===== config.mk =====
export PLATFORM = sky130hd
export DESIGN_NAME = info_frame_receiver_unit_flat
export DESIGN_NICKNAME = d
export VERILOG_FILES = /design/src/hdl/ifr_pkg.sv /design/src/hdl/ifr_if.sv /design/src/hdl/info_frame_receiver_unit.sv /design/src/flat_wrapper.sv
export SDC_FILE = /design/constraint.sdc
export NUM_CORES = 1
export LEC_CHECK = 0
export BUFFER_PORTS_ARGS = -buffer_cell sky130_fd_sc_hd__clkbuf_2
export CAP_MARGIN = 5
export CORE_MARGIN = 2
export CORE_UTILIZATION = 25
export CTS_CLUSTER_SIZE = 30
export DETAILED_ROUTE_END_ITERATION = 6
export HOLD_SLACK_MARGIN = 0.15
export PLACE_DENSITY = 0.5
export SLEW_MARGIN = 0
export SYNTH_ARGS = -nofsm -noshare
export SYNTH_HDL_FRONTEND = slang
export SYNTH_SLANG_ARGS = --single-unit

===== constraint.sdc =====
create_clock -name clk -period 5 [get_ports clk]
set_input_delay 1.5 -clock clk [delete_from_list [all_inputs] [get_ports clk]]
set_output_delay 1.5 -clock clk [all_outputs]
set_load 0.005 [all_outputs]

===== src/hdl/ifr_pkg.sv =====
// ----------------------------------------------------------------------------
// ifr_pkg
// Types and constants shared by the information frame receiver files.
// ----------------------------------------------------------------------------
`default_nettype none

package ifr_pkg;

	localparam int unsigned BYTE_W    = 8;
	localparam int unsigned CFG_IDX_W = 1;

	localparam logic [BYTE_W-1:0] START_CODE_LO = 8'h00;
	localparam logic [BYTE_W-1:0] START_CODE_HI = 8'hFF;
	localparam logic [BYTE_W-1:0] PREV_BYTE_RST = 8'hFF;
	localparam logic [BYTE_W-1:0] CAPACITY_RST  = 8'd32;
	localparam logic [BYTE_W-1:0] SCAN_LIM_RST  = 8'd25;

	typedef enum logic [0:0] {
		KIND_BEGIN = 1'b0,
		KIND_BYTE  = 1'b1
	} item_kind_t;

	typedef enum logic [1:0] {
		RK_PAYLOAD  = 2'd0,
		RK_DONE     = 2'd1,
		RK_NOSTART  = 2'd2,
		RK_LENCHECK = 2'd3
	} res_kind_t;

	typedef enum logic [CFG_IDX_W-1:0] {
		REG_BUFFER_CAPACITY  = 1'b0,
		REG_START_SCAN_LIMIT = 1'b1
	} cfg_reg_t;

	typedef enum logic [2:0] {
		PH_IDLE = 3'd0,
		PH_SCAN = 3'd1,
		PH_LEN  = 3'd2,
		PH_LCS  = 3'd3,
		PH_DATA = 3'd4,
		PH_DCS  = 3'd5,
		PH_POST = 3'd6,
		PH_DONE = 3'd7
	} phase_t;

endpackage

`default_nettype wire


===== src/hdl/ifr_if.sv =====
// ----------------------------------------------------------------------------
// ifr_if
// Handshake channels of the information frame receiver: received bytes in,
// results out, and the register write channel.
// ----------------------------------------------------------------------------
`default_nettype none

interface ifr_in_if;
	logic                valid;
	logic                ready;
	ifr_pkg::item_kind_t kind;
	logic [7:0]          rx_byte;

	modport source (output valid, output kind, output rx_byte, input ready);
	modport sink   (input valid, input kind, input rx_byte, output ready);
	modport mon    (input valid, input kind, input rx_byte, input ready);
endinterface

interface ifr_out_if;
	logic               valid;
	logic               ready;
	ifr_pkg::res_kind_t result_kind;
	logic [7:0]         payload_byte;
	logic [7:0]         payload_index;
	logic [7:0]         payload_count;

	modport source (output valid, output result_kind, output payload_byte,
		output payload_index, output payload_count, input ready);
	modport sink   (input valid, input result_kind, input payload_byte,
		input payload_index, input payload_count, output ready);
	modport mon    (input valid, input result_kind, input payload_byte,
		input payload_index, input payload_count, input ready);
endinterface

interface ifr_cfg_if;
	logic              valid;
	logic              ready;
	ifr_pkg::cfg_reg_t reg_index;
	logic [7:0]        wr_data;

	modport source (output valid, output reg_index, output wr_data, input ready);
	modport sink   (input valid, input reg_index, input wr_data, output ready);
	modport mon    (input valid, input reg_index, input wr_data, input ready);
endinterface

`default_nettype wire


===== src/hdl/info_frame_receiver_unit.sv =====
// Results are registered: an accepted byte loads the input register, and its
// result loads the result register when the input stage advances.
// Throughput: one transaction per cycle on the input; a stalled result
// holds the byte in the input register and drops ready only then.
// Reset (arst_n low): phase idle, previous byte FF, counters zero, capacity
// 32, scan limit 25, both pipeline stages empty.
// ----------------------------------------------------------------------------
// info_frame_receiver_unit
// Parses a response frame: start code scan, length check, payload bytes up
// to the buffer capacity, and a done report after the postamble.
// ----------------------------------------------------------------------------
`default_nettype none

module info_frame_receiver_unit (
	input  wire logic  clk,
	input  wire logic  arst_n,
	ifr_in_if.sink     req,
	ifr_out_if.source  rsp,
	ifr_cfg_if.sink    cfg
);
	import ifr_pkg::*;

	// configuration
	logic [BYTE_W-1:0] capacity_q;
	logic [BYTE_W-1:0] scan_limit_q;

	// input stage
	logic              valid_s1;
	item_kind_t        kind_s1;
	logic [BYTE_W-1:0] byte_s1;

	// frame state
	phase_t            phase_q,    phase_d;
	logic [BYTE_W-1:0] prev_q,     prev_d;
	logic [BYTE_W-1:0] scan_cnt_q, scan_cnt_d;
	logic [BYTE_W-1:0] len_q,      len_d;
	logic [BYTE_W-1:0] pos_q,      pos_d;
	logic [BYTE_W-1:0] kept_q,     kept_d;

	// result stage
	logic              valid_s2;
	res_kind_t         kind_s2;
	logic [BYTE_W-1:0] pbyte_s2;
	logic [BYTE_W-1:0] pidx_s2;
	logic [BYTE_W-1:0] pcnt_s2;

	logic              res_hit;
	res_kind_t         res_kind;
	logic [BYTE_W-1:0] res_pbyte;
	logic [BYTE_W-1:0] res_pidx;
	logic [BYTE_W-1:0] res_pcnt;

	logic              adv;
	logic              in_ready;
	logic [BYTE_W-1:0] scan_inc;
	logic [BYTE_W-1:0] pos_inc;
	logic              start_hit;
	logic              keep_byte;

	assign adv      = valid_s1 && (!valid_s2 || rsp.ready);
	assign in_ready = !valid_s1 || adv;
	assign req.ready = in_ready;
	assign cfg.ready = 1'b1;

	assign scan_inc  = scan_cnt_q + 1'b1;
	assign pos_inc   = pos_q + 1'b1;
	assign start_hit = (prev_q == START_CODE_LO) && (byte_s1 == START_CODE_HI);
	assign keep_byte = pos_q < capacity_q;

	always_ff @(posedge clk or negedge arst_n) begin
		if (!arst_n) begin
			capacity_q   <= CAPACITY_RST;
			scan_limit_q <= SCAN_LIM_RST;
		end else if (cfg.valid) begin
			unique case (cfg.reg_index)
				REG_BUFFER_CAPACITY:  capacity_q   <= cfg.wr_data;
				REG_START_SCAN_LIMIT: scan_limit_q <= cfg.wr_data;
			endcase
		end
	end

	always_ff @(posedge clk or negedge arst_n) begin
		if (!arst_n) begin
			valid_s1 <= 1'b0;
		end else if (in_ready) begin
			valid_s1 <= req.valid;
		end
	end

	always_ff @(posedge clk) begin
		if (in_ready && req.valid) begin
			kind_s1 <= req.kind;
			byte_s1 <= req.rx_byte;
		end
	end

	// next frame state
	always_comb begin
		phase_d    = phase_q;
		prev_d     = prev_q;
		scan_cnt_d = scan_cnt_q;
		len_d      = len_q;
		pos_d      = pos_q;
		kept_d     = kept_q;
		if (adv) begin
			if (kind_s1 == KIND_BEGIN) begin
				phase_d    = PH_SCAN;
				prev_d     = PREV_BYTE_RST;
				scan_cnt_d = '0;
				len_d      = '0;
				pos_d      = '0;
				kept_d     = '0;
			end else begin
				unique case (phase_q)
					PH_SCAN: begin
						scan_cnt_d = scan_inc;
						if (start_hit) begin
							phase_d = PH_LEN;
						end else begin
							prev_d = byte_s1;
							if (scan_inc >= scan_limit_q)
								phase_d = PH_DONE;
						end
					end
					PH_LEN: begin
						len_d   = byte_s1;
						phase_d = PH_LCS;
					end
					PH_LCS: begin
						if (BYTE_W'(len_q + byte_s1) != '0) begin
							phase_d = PH_DONE;
						end else begin
							pos_d   = '0;
							kept_d  = '0;
							phase_d = (len_q == '0) ? PH_DCS : PH_DATA;
						end
					end
					PH_DATA: begin
						if (keep_byte)
							kept_d = kept_q + 1'b1;
						pos_d = pos_inc;
						if (pos_inc == len_q)
							phase_d = PH_DCS;
					end
					PH_DCS:  phase_d = PH_POST;
					PH_POST: phase_d = PH_DONE;
					PH_IDLE, PH_DONE: ;
				endcase
			end
		end
	end

	// result of the byte in the input stage
	always_comb begin
		res_hit   = 1'b0;
		res_kind  = RK_PAYLOAD;
		res_pbyte = '0;
		res_pidx  = '0;
		res_pcnt  = '0;
		if (kind_s1 == KIND_BYTE) begin
			unique case (phase_q)
				PH_SCAN: begin
					if (!start_hit && scan_inc >= scan_limit_q) begin
						res_hit  = 1'b1;
						res_kind = RK_NOSTART;
					end
				end
				PH_LCS: begin
					if (BYTE_W'(len_q + byte_s1) != '0) begin
						res_hit  = 1'b1;
						res_kind = RK_LENCHECK;
					end
				end
				PH_DATA: begin
					if (keep_byte) begin
						res_hit   = 1'b1;
						res_kind  = RK_PAYLOAD;
						res_pbyte = byte_s1;
						res_pidx  = pos_q;
					end
				end
				PH_POST: begin
					res_hit  = 1'b1;
					res_kind = RK_DONE;
					res_pcnt = kept_q;
				end
				PH_IDLE, PH_LEN, PH_DCS, PH_DONE: ;
			endcase
		end
	end

	always_ff @(posedge clk or negedge arst_n) begin
		if (!arst_n) begin
			phase_q    <= PH_IDLE;
			prev_q     <= PREV_BYTE_RST;
			scan_cnt_q <= '0;
			len_q      <= '0;
			pos_q      <= '0;
			kept_q     <= '0;
		end else begin
			phase_q    <= phase_d;
			prev_q     <= prev_d;
			scan_cnt_q <= scan_cnt_d;
			len_q      <= len_d;
			pos_q      <= pos_d;
			kept_q     <= kept_d;
		end
	end

	always_ff @(posedge clk or negedge arst_n) begin
		if (!arst_n) begin
			valid_s2 <= 1'b0;
		end else if (adv) begin
			valid_s2 <= res_hit;
		end else if (rsp.ready) begin
			valid_s2 <= 1'b0;
		end
	end

	always_ff @(posedge clk) begin
		if (adv && res_hit) begin
			kind_s2  <= res_kind;
			pbyte_s2 <= res_pbyte;
			pidx_s2  <= res_pidx;
			pcnt_s2  <= res_pcnt;
		end
	end

	assign rsp.valid         = valid_s2;
	assign rsp.result_kind   = kind_s2;
	assign rsp.payload_byte  = pbyte_s2;
	assign rsp.payload_index = pidx_s2;
	assign rsp.payload_count = pcnt_s2;

endmodule

`default_nettype wire


===== src/flat_wrapper.sv =====
// flat-port wrapper written by rule: the top's interface ports become plain ports
module info_frame_receiver_unit_flat import ifr_pkg::*;
  (clk, arst_n, req_valid, req_kind, req_rx_byte, req_ready, rsp_valid, rsp_result_kind, rsp_payload_byte, rsp_payload_index, rsp_payload_count, rsp_ready, cfg_valid, cfg_reg_index, cfg_wr_data, cfg_ready);
  ifr_in_if req_i ();
  ifr_out_if rsp_i ();
  ifr_cfg_if cfg_i ();
  input  wire logic clk;
  input  wire logic arst_n;
  input wire logic [$bits(req_i.valid)-1:0] req_valid;
  input wire logic [$bits(req_i.kind)-1:0] req_kind;
  input wire logic [$bits(req_i.rx_byte)-1:0] req_rx_byte;
  output wire logic [$bits(req_i.ready)-1:0] req_ready;
  output wire logic [$bits(rsp_i.valid)-1:0] rsp_valid;
  output wire logic [$bits(rsp_i.result_kind)-1:0] rsp_result_kind;
  output wire logic [$bits(rsp_i.payload_byte)-1:0] rsp_payload_byte;
  output wire logic [$bits(rsp_i.payload_index)-1:0] rsp_payload_index;
  output wire logic [$bits(rsp_i.payload_count)-1:0] rsp_payload_count;
  input wire logic [$bits(rsp_i.ready)-1:0] rsp_ready;
  input wire logic [$bits(cfg_i.valid)-1:0] cfg_valid;
  input wire logic [$bits(cfg_i.reg_index)-1:0] cfg_reg_index;
  input wire logic [$bits(cfg_i.wr_data)-1:0] cfg_wr_data;
  output wire logic [$bits(cfg_i.ready)-1:0] cfg_ready;
  assign req_i.valid = req_valid;
  assign req_i.kind = req_kind;
  assign req_i.rx_byte = req_rx_byte;
  assign req_ready = req_i.ready;
  assign rsp_valid = rsp_i.valid;
  assign rsp_result_kind = rsp_i.result_kind;
  assign rsp_payload_byte = rsp_i.payload_byte;
  assign rsp_payload_index = rsp_i.payload_index;
  assign rsp_payload_count = rsp_i.payload_count;
  assign rsp_i.ready = rsp_ready;
  assign cfg_i.valid = cfg_valid;
  assign cfg_i.reg_index = cfg_reg_index;
  assign cfg_i.wr_data = cfg_wr_data;
  assign cfg_ready = cfg_i.ready;
  info_frame_receiver_unit u_core (.clk(clk), .arst_n(arst_n), .req(req_i), .rsp(rsp_i), .cfg(cfg_i));
endmodule

== Yosys cells after proc, flatten, opt, wreduce, memory -nomap -nowiden ==
Index checks and enable logic that the tools add are counted.
Word-level totals
  flip-flop bits (word level): 96
Operators by class
  add/subtract/negate cells: 4
  magnitude comparators: 2
  eq/ne operators: 17
  multiplexer cells: 30
  bitwise logic cells: 1
  reduce and logical (&&, ||, !) cells: 24
Operators with widths (count)
  8-bit two-way mux: 11
  8-bit case mux with 2 select lines: 2
  8-bit by 1-bit adder with 8-bit output, second input constant: 3
  3-bit case mux with 6 select lines: 1
  8-bit zero test: 2
  3-bit two-way mux: 5
  3-bit != test, second input constant: 4
  2-bit AND reduction: 5
  3-bit equality test, second input constant: 3
  3-bit AND reduction: 3
  8-bit adder: 1
  8-bit equality test: 1
  8-bit equality test, second input constant: 1
  8-bit greater-or-equal comparator: 1
  8-bit less-than comparator: 1
  4-bit AND reduction: 2
  8-bit nonzero test: 1
  1-bit two-way mux: 7
  7-bit != test, second input constant: 1
  3-bit by 2-bit equality test with 1-bit output, second input constant: 2
  2-bit != test, second input constant: 3
  2-bit case mux with 3 select lines: 1
  1-bit logical AND: 5
  2-bit two-way mux: 2
  7 further kinds: 10

== Logic depth before layout (Yosys ltp) ==
  word-level depth: 8
  depth in mapped cells: 11
  gate-level depth less buffers: 11

== Worst setup path after synthesis ==
OpenSTA, ideal clock, no wires.
  path type: input-to-reg
  start: input rsp_ready
  end: register u_core.pbyte_s2[0], in the netlist u_core.rsp.payload_byte[0] (enable)
  library setup time: 0.418 ns
  arrival time: 3.412 ns
  data required time: 4.582 ns
  path slack: 1.171 ns
  stages on the path: 5
  buffers on the path: 1
  cells stage by stage: nand2b_1 > and2_1 > clkbuf_1 > nand3_1 > a21oi_1
Between the ends
  longest elaborated chain between the ends: 3
Ends and longest elaborated chain
  start: declaration: line flat_wrapper.sv:18  | input wire logic [$bits(rsp_i.ready)-1:0] rsp_ready;
  1-bit logical OR: line info_frame_receiver_unit.sv:60  | assign adv = valid_s1 && (!valid_s2 || rsp.ready);
  1-bit logical AND: line info_frame_receiver_unit.sv:60
  1-bit logical AND: line info_frame_receiver_unit.sv:221  | if (adv && res_hit) begin
  end signal: assignment: line info_frame_receiver_unit.sv:223  | pbyte_s2 <= res_pbyte;
  end: declaration: line info_frame_receiver_unit.sv:43  | logic [BYTE_W-1:0] pbyte_s2;
Every way passes these cells.
A chain may end at the register's enable or synchronous reset.

== Final worst setup path ==
  start: register u_core.byte_s1[0]
  end: register u_core.pidx_s2[1], in the netlist u_core.rsp.payload_index[1] (enable)
Between the ends
  longest elaborated chain between the ends: 8
  elaborated cells on any way between the ends: 11
Ends and longest elaborated chain
  start: declaration: line info_frame_receiver_unit.sv:30  | logic [BYTE_W-1:0] byte_s1;
  start signal: assignment: line info_frame_receiver_unit.sv:93  | byte_s1 <= req.rx_byte;
  parallel branches: the longest is 5 deep, another holds 8-bit adder
  1-bit case mux with 4 select lines *: line info_frame_receiver_unit.sv:161  | unique case (phase_q)
  1-bit two-way mux *: line info_frame_receiver_unit.sv:160  | if (kind_s1 == KIND_BYTE) begin
  1-bit logical AND *: line info_frame_receiver_unit.sv:221
  end signal: assignment: line info_frame_receiver_unit.sv:224  | pidx_s2 <= res_pidx;
  end: declaration: line info_frame_receiver_unit.sv:44  | logic [BYTE_W-1:0] pidx_s2;
Every way passes the cells marked *.

==> run summary <==
For this run, the share of the core covered by cells in the final layout is 29.3%. The number of enable-type register cells in the synthesized netlist was 35. The fraction of the mapped netlist area in compound gates is 15.5%.

Summed over all nets, wire length on met2 after detailed routing comes to 5740 um. Once the floorplan was initialized, standard cells occupied 25.3% of the core. The number of port buffers was 50.

The highest signal layer in the routed design was met4. The clock reaches the later pin of the worst-skew pair after 0.35 ns. Post-CTS repair changed the size of 0 cells. Yosys mapped the design onto 67 distinct sky130hd cell types.

Of the post-synthesis cell area, the part taken by muxes is 2.80%. In this run, synthesis produced a sequential element count of 96. The antenna diode instance count is 0.

The cell type group with the largest total delay on the critical path was simple AND/OR/NAND/NOR gates. The arrival time of data at the critical path endpoint was 3.49 ns. The reported max-cap violation count was 0.

After detailed routing, the wire length on met1 is 5810 um. The final-layout fill cell count was 2073; the average detailed-routed wire length per instance was 15.4 um. The leakage power was 2.54 nW; the non-filler instance count after layout was 796. The logs give 493 um for the routed wire length on met3 and 3788 for the total number of vias. The combinational family with the most area after synthesis was simple AND/OR/NAND/NOR gates.

The horizontal die dimension works out to 147 um. In this run the number of H-tree levels came out at 3. The cell area that synthesis handed to floorplanning was 5090 sq um. The die covers 21500 sq um.

Final hold analysis gives a worst-case slack of 0.514 ns. Sequential cells were found to cover 50.9% of the synthesized design area. Along the worst path, the maximum fanout reaches 26. The clock-pin slew on the worst setup and hold paths works out to 0.07 ns. Synthesized-area fraction occupied by xor and xnor cells: 3.10%. Post-CTS timing repair inserted 0 buffers for setup.

For the area used by multi-input combinational logic, the log shows 2330 sq um. The global-route wire length before repair is 20300 um, and the peak supply drop is 0.152 mV. Clock tree skew after final layout: 0.00969 ns. The run gives 0 as the remaining routing DRC violations. After detailed routing, the number of vias per cell comes to 4.76. On the worst path, the slowest cell contributes a delay of 0.46 ns.

The number of buffers inserted for hold repair after clock tree synthesis was 0; the placed wire-length estimate after detailed placement was 8830 um. Ratio of cells with drive above 1 in the final layout: 19.0%. The path class of the tightest hold or removal check is register to register. Setup repair after global routing left no endpoint under its margin. The final cycle utilization of the critical path works out to 68.4%. The slew at the pin with the worst max-slew slack was 0.927 ns; the final-report hold violation count was 0. Across the whole layout, storage elements account for 2590 sq um. In this run the vertical extent of the chip is 147 um.

The fmax is 293 MHz, and the growth of design area from synthesis to finish is 15.9%. The dominant synthesized flop cell is dfrtp_1. In this run the standard cell core region covers 20100 sq um. Traced cell by cell, the critical path runs through ha_1 > fa_1 > and3_4 > o21ai_0 > mux2_2 > nor2_1 > nor2_1 > a211oi_1 > a21oi_2 > buf_4. Total number of yosys warnings: 0. The run gives 3867 as the number of global-route vias before repair.

At the end of the flow, the number of nets in the layout was 570. The clock passes through at most 2 buffers. Synthesis produced a netlist whose cell count is 477. The power per standard cell area was 381 nW/um^2. The critical path startpoint category was a register. Setup violations remaining at the end of the flow were counted as 0. At the end of routability-driven placement, the weighted congestion stood at 0.842.

Smallest setup slack after layout: 1.58 ns. dfrtp_1 takes more of the synthesized area than any other cell. For this run, the detailed router's first-pass iteration total came to 5. The buffers plus inverters on the worst setup path was 1.

The detailed router finished its first iteration with 237 violations. The number of antenna violations at the first check in global routing is 0, and the area share of the largest cell type after synthesis is 24.1%. The number of antenna-violating nets in the routed design came out at 0. The routed design could run at a clock period as short as 3.42 ns. The worst setup slack after placement was 1.59 ns; the floorplan row count was 52.

The cell with the biggest individual delay on the critical path was edfxtp_1. The total overflow left after global routing is 0. The worst slew slack as a fraction of its limit is 37.7%, and the synthesized-area fraction occupied by and/or/nand/nor cells is 17.8%. Clock tree synthesis inserted a total of 9 buffers.

The critical path in this run is classified as register to register. The run finished with clean final reports. The critical path capture point type was a register. The number of max-slew violations in the final report was 0; the proportion of register bits with asynchronous set or reset after synthesis was 63.5%. After synthesis, the mean cell area works out to 10.7 sq um.

The root buffer cell chosen for the clock tree is clkbuf_16. After routing, the total negative slack on setup checks comes to 0 ns. In this run the count of I/O pins placed on the die edge is 52. The run gives 780 as the count of placed standard cells including taps. TritonCTS built the clock tree. After detailed routing, the total wire length is 12200 um. After Yosys synthesis, full adders, half adders and majority gates account for 6.54% of the synthesized area. When the netlist entered floorplanning its net count stood at 526. The maximum number of pins on one net before global-route repair is 34. At the worst endpoint, the required time is 5.07 ns. By instance count, the cell type seen most on the critical path is nor2_1. By area the synthesized netlist is led by dfrtp_1 (24%), edfxtp_1 (21%), dfstp_2 (6.2%).

Global routing consumed, over all layers together, 11.8% of the routing resources. The clock net in this run drives a total of 96 sinks.
[state kept, by name (all words and copies together), names as in the netlist]
| register | flops |
|---|---|
| u_core.byte_s1 | 8 |
| u_core.capacity_q | 8 |
| u_core.kept_q | 8 |
| u_core.kind_s1 | 1 |
| u_core.len_q | 8 |
| u_core.phase_q | 3 |
| u_core.pos_q | 8 |
| u_core.prev_q | 8 |
| u_core.rsp.payload_byte | 8 |
| u_core.rsp.payload_count | 8 |
| u_core.rsp.payload_index | 8 |
| u_core.rsp.result_kind | 2 |
| u_core.rsp.valid | 1 |
| u_core.scan_cnt_q | 8 |
| u_core.scan_limit_q | 8 |
| u_core.valid_s1 | 1 |
[synthesized netlist by cell type, types with 4 or more instances]
cell type / instances
nand2_1: 55
dfrtp_1: 49
edfxtp_1: 35
o21ai_0: 33
ha_1: 25
and3_1: 21
inv_1: 19
nor2_1: 18
a21oi_1: 16
nand3_1: 16
a22o_1: 15
clkbuf_1: 14
and2_1: 12
dfstp_2: 12
xnor2_1: 11
mux2_2: 10
nand2b_1: 9
o22a_1: 9
nor3_1: 8
xor2_1: 7
nor2b_1: 6
nand4_1: 5
a31oi_1: 4
or4_1: 4
[through the flow]
step	area, sq um	total power, mW
after CTS	5900	2.27
after detailed placement	5610	1.57
after global routing	5900	2.38
after global placement	5610	1.56
final	5900	2.25
after floorplan	5090	1.40
[final timing paths]
kind	startpoint	end	slack (ns)	cells after the start
worst max-delay path	u_core.byte_s1[0]	u_core.rsp.payload_index[1]	1.58	10
worst min register to register	u_core.scan_limit_q[6]	u_core.scan_limit_q[6]	0.51	1
worst min-delay path	u_core.scan_limit_q[6]	u_core.scan_limit_q[6]	0.51	1
min in group asynchronous	arst_n	u_core.kept_q[1]	1.22	1
max in group asynchronous	arst_n	u_core.capacity_q[5]	2.80	2
worst max register to register	u_core.byte_s1[0]	u_core.rsp.payload_index[1]	1.58	10
[report_power, final]
part | internal (mW) | switching, mW | leakage, nW | total [mW]
Combinational | 0.205 | 0.286 | 1.29 | 0.491
Clock | 0.388 | 0.300 | 0.140 | 0.688
Sequential | 0.954 | 0.112 | 1.11 | 1.07
[kinds of logic (layout without fill, tap and decap cells)]
| logic type | Yosys count | count (layout) |
|---|---|---|
| AO/OA/AOI/OAI | 112 | 112 |
| adder cells (fa/ha/maj) | 26 | 26 |
| AND/OR/NAND/NOR | 172 | 172 |
| buffers and inverters | 39 | 88 |
| other | 1 | 1 |
| multiplexers | 13 | 13 |
| flip-flops | 96 | 96 |
| XOR/XNOR | 18 | 18 |
[layout make-up]
| class | instances | area share, % |
|---|---|---|
| Multi-Input combinational cell | 342 | 39.6 |
| Clock inverter | 5 | 0.955 |
| Clock buffer | 11 | 3.95 |
| Inverter | 19 | 1.21 |
| Timing Repair Buffer | 53 | 4.62 |
| Tap cell | 270 | 5.73 |
| Sequential cell | 96 | 44.0 |
[placed cells by master (no fill, tap or decap), types with 3 or more instances in the layout]
| master | Yosys | layout |
|---|---|---|
| clkbuf_2 | 0 | 50 |
| nand2_1 | 55 | 55 |
| nor3_1 | 8 | 8 |
| a21o_1 | 3 | 3 |
| inv_1 | 19 | 19 |
| dfrtp_1 | 49 | 49 |
| clkbuf_16 | 0 | 9 |
| and3_1 | 21 | 21 |
| nand4b_1 | 3 | 3 |
| nand4_1 | 5 | 5 |
| nor2b_1 | 6 | 6 |
| mux2_2 | 10 | 10 |
| nand3_1 | 16 | 16 |
| xor2_1 | 7 | 7 |
| xnor2_1 | 11 | 11 |
| nor2_1 | 18 | 18 |
| mux2i_1 | 3 | 3 |
| dfstp_2 | 12 | 12 |
| and2_1 | 12 | 12 |
| or4_1 | 4 | 4 |
| ha_1 | 25 | 25 |
| o21ai_1 | 3 | 3 |
| o21ai_0 | 33 | 33 |
| a22o_1 | 15 | 15 |
| o22a_1 | 9 | 9 |
| nand2b_1 | 9 | 9 |
| a31oi_1 | 4 | 4 |
| a21oi_1 | 16 | 15 |
| edfxtp_1 | 35 | 35 |
| buf_4 | 2 | 3 |
[routing by layer]
metal	vias to the layer above	track usage (%)
met5	-	0
met3	13	2.75
met1	1838	15.8
met4	0	3.83
li1	1841	-
met2	96	18.9
No activity file was read; power rests on OpenSTA's default activity.
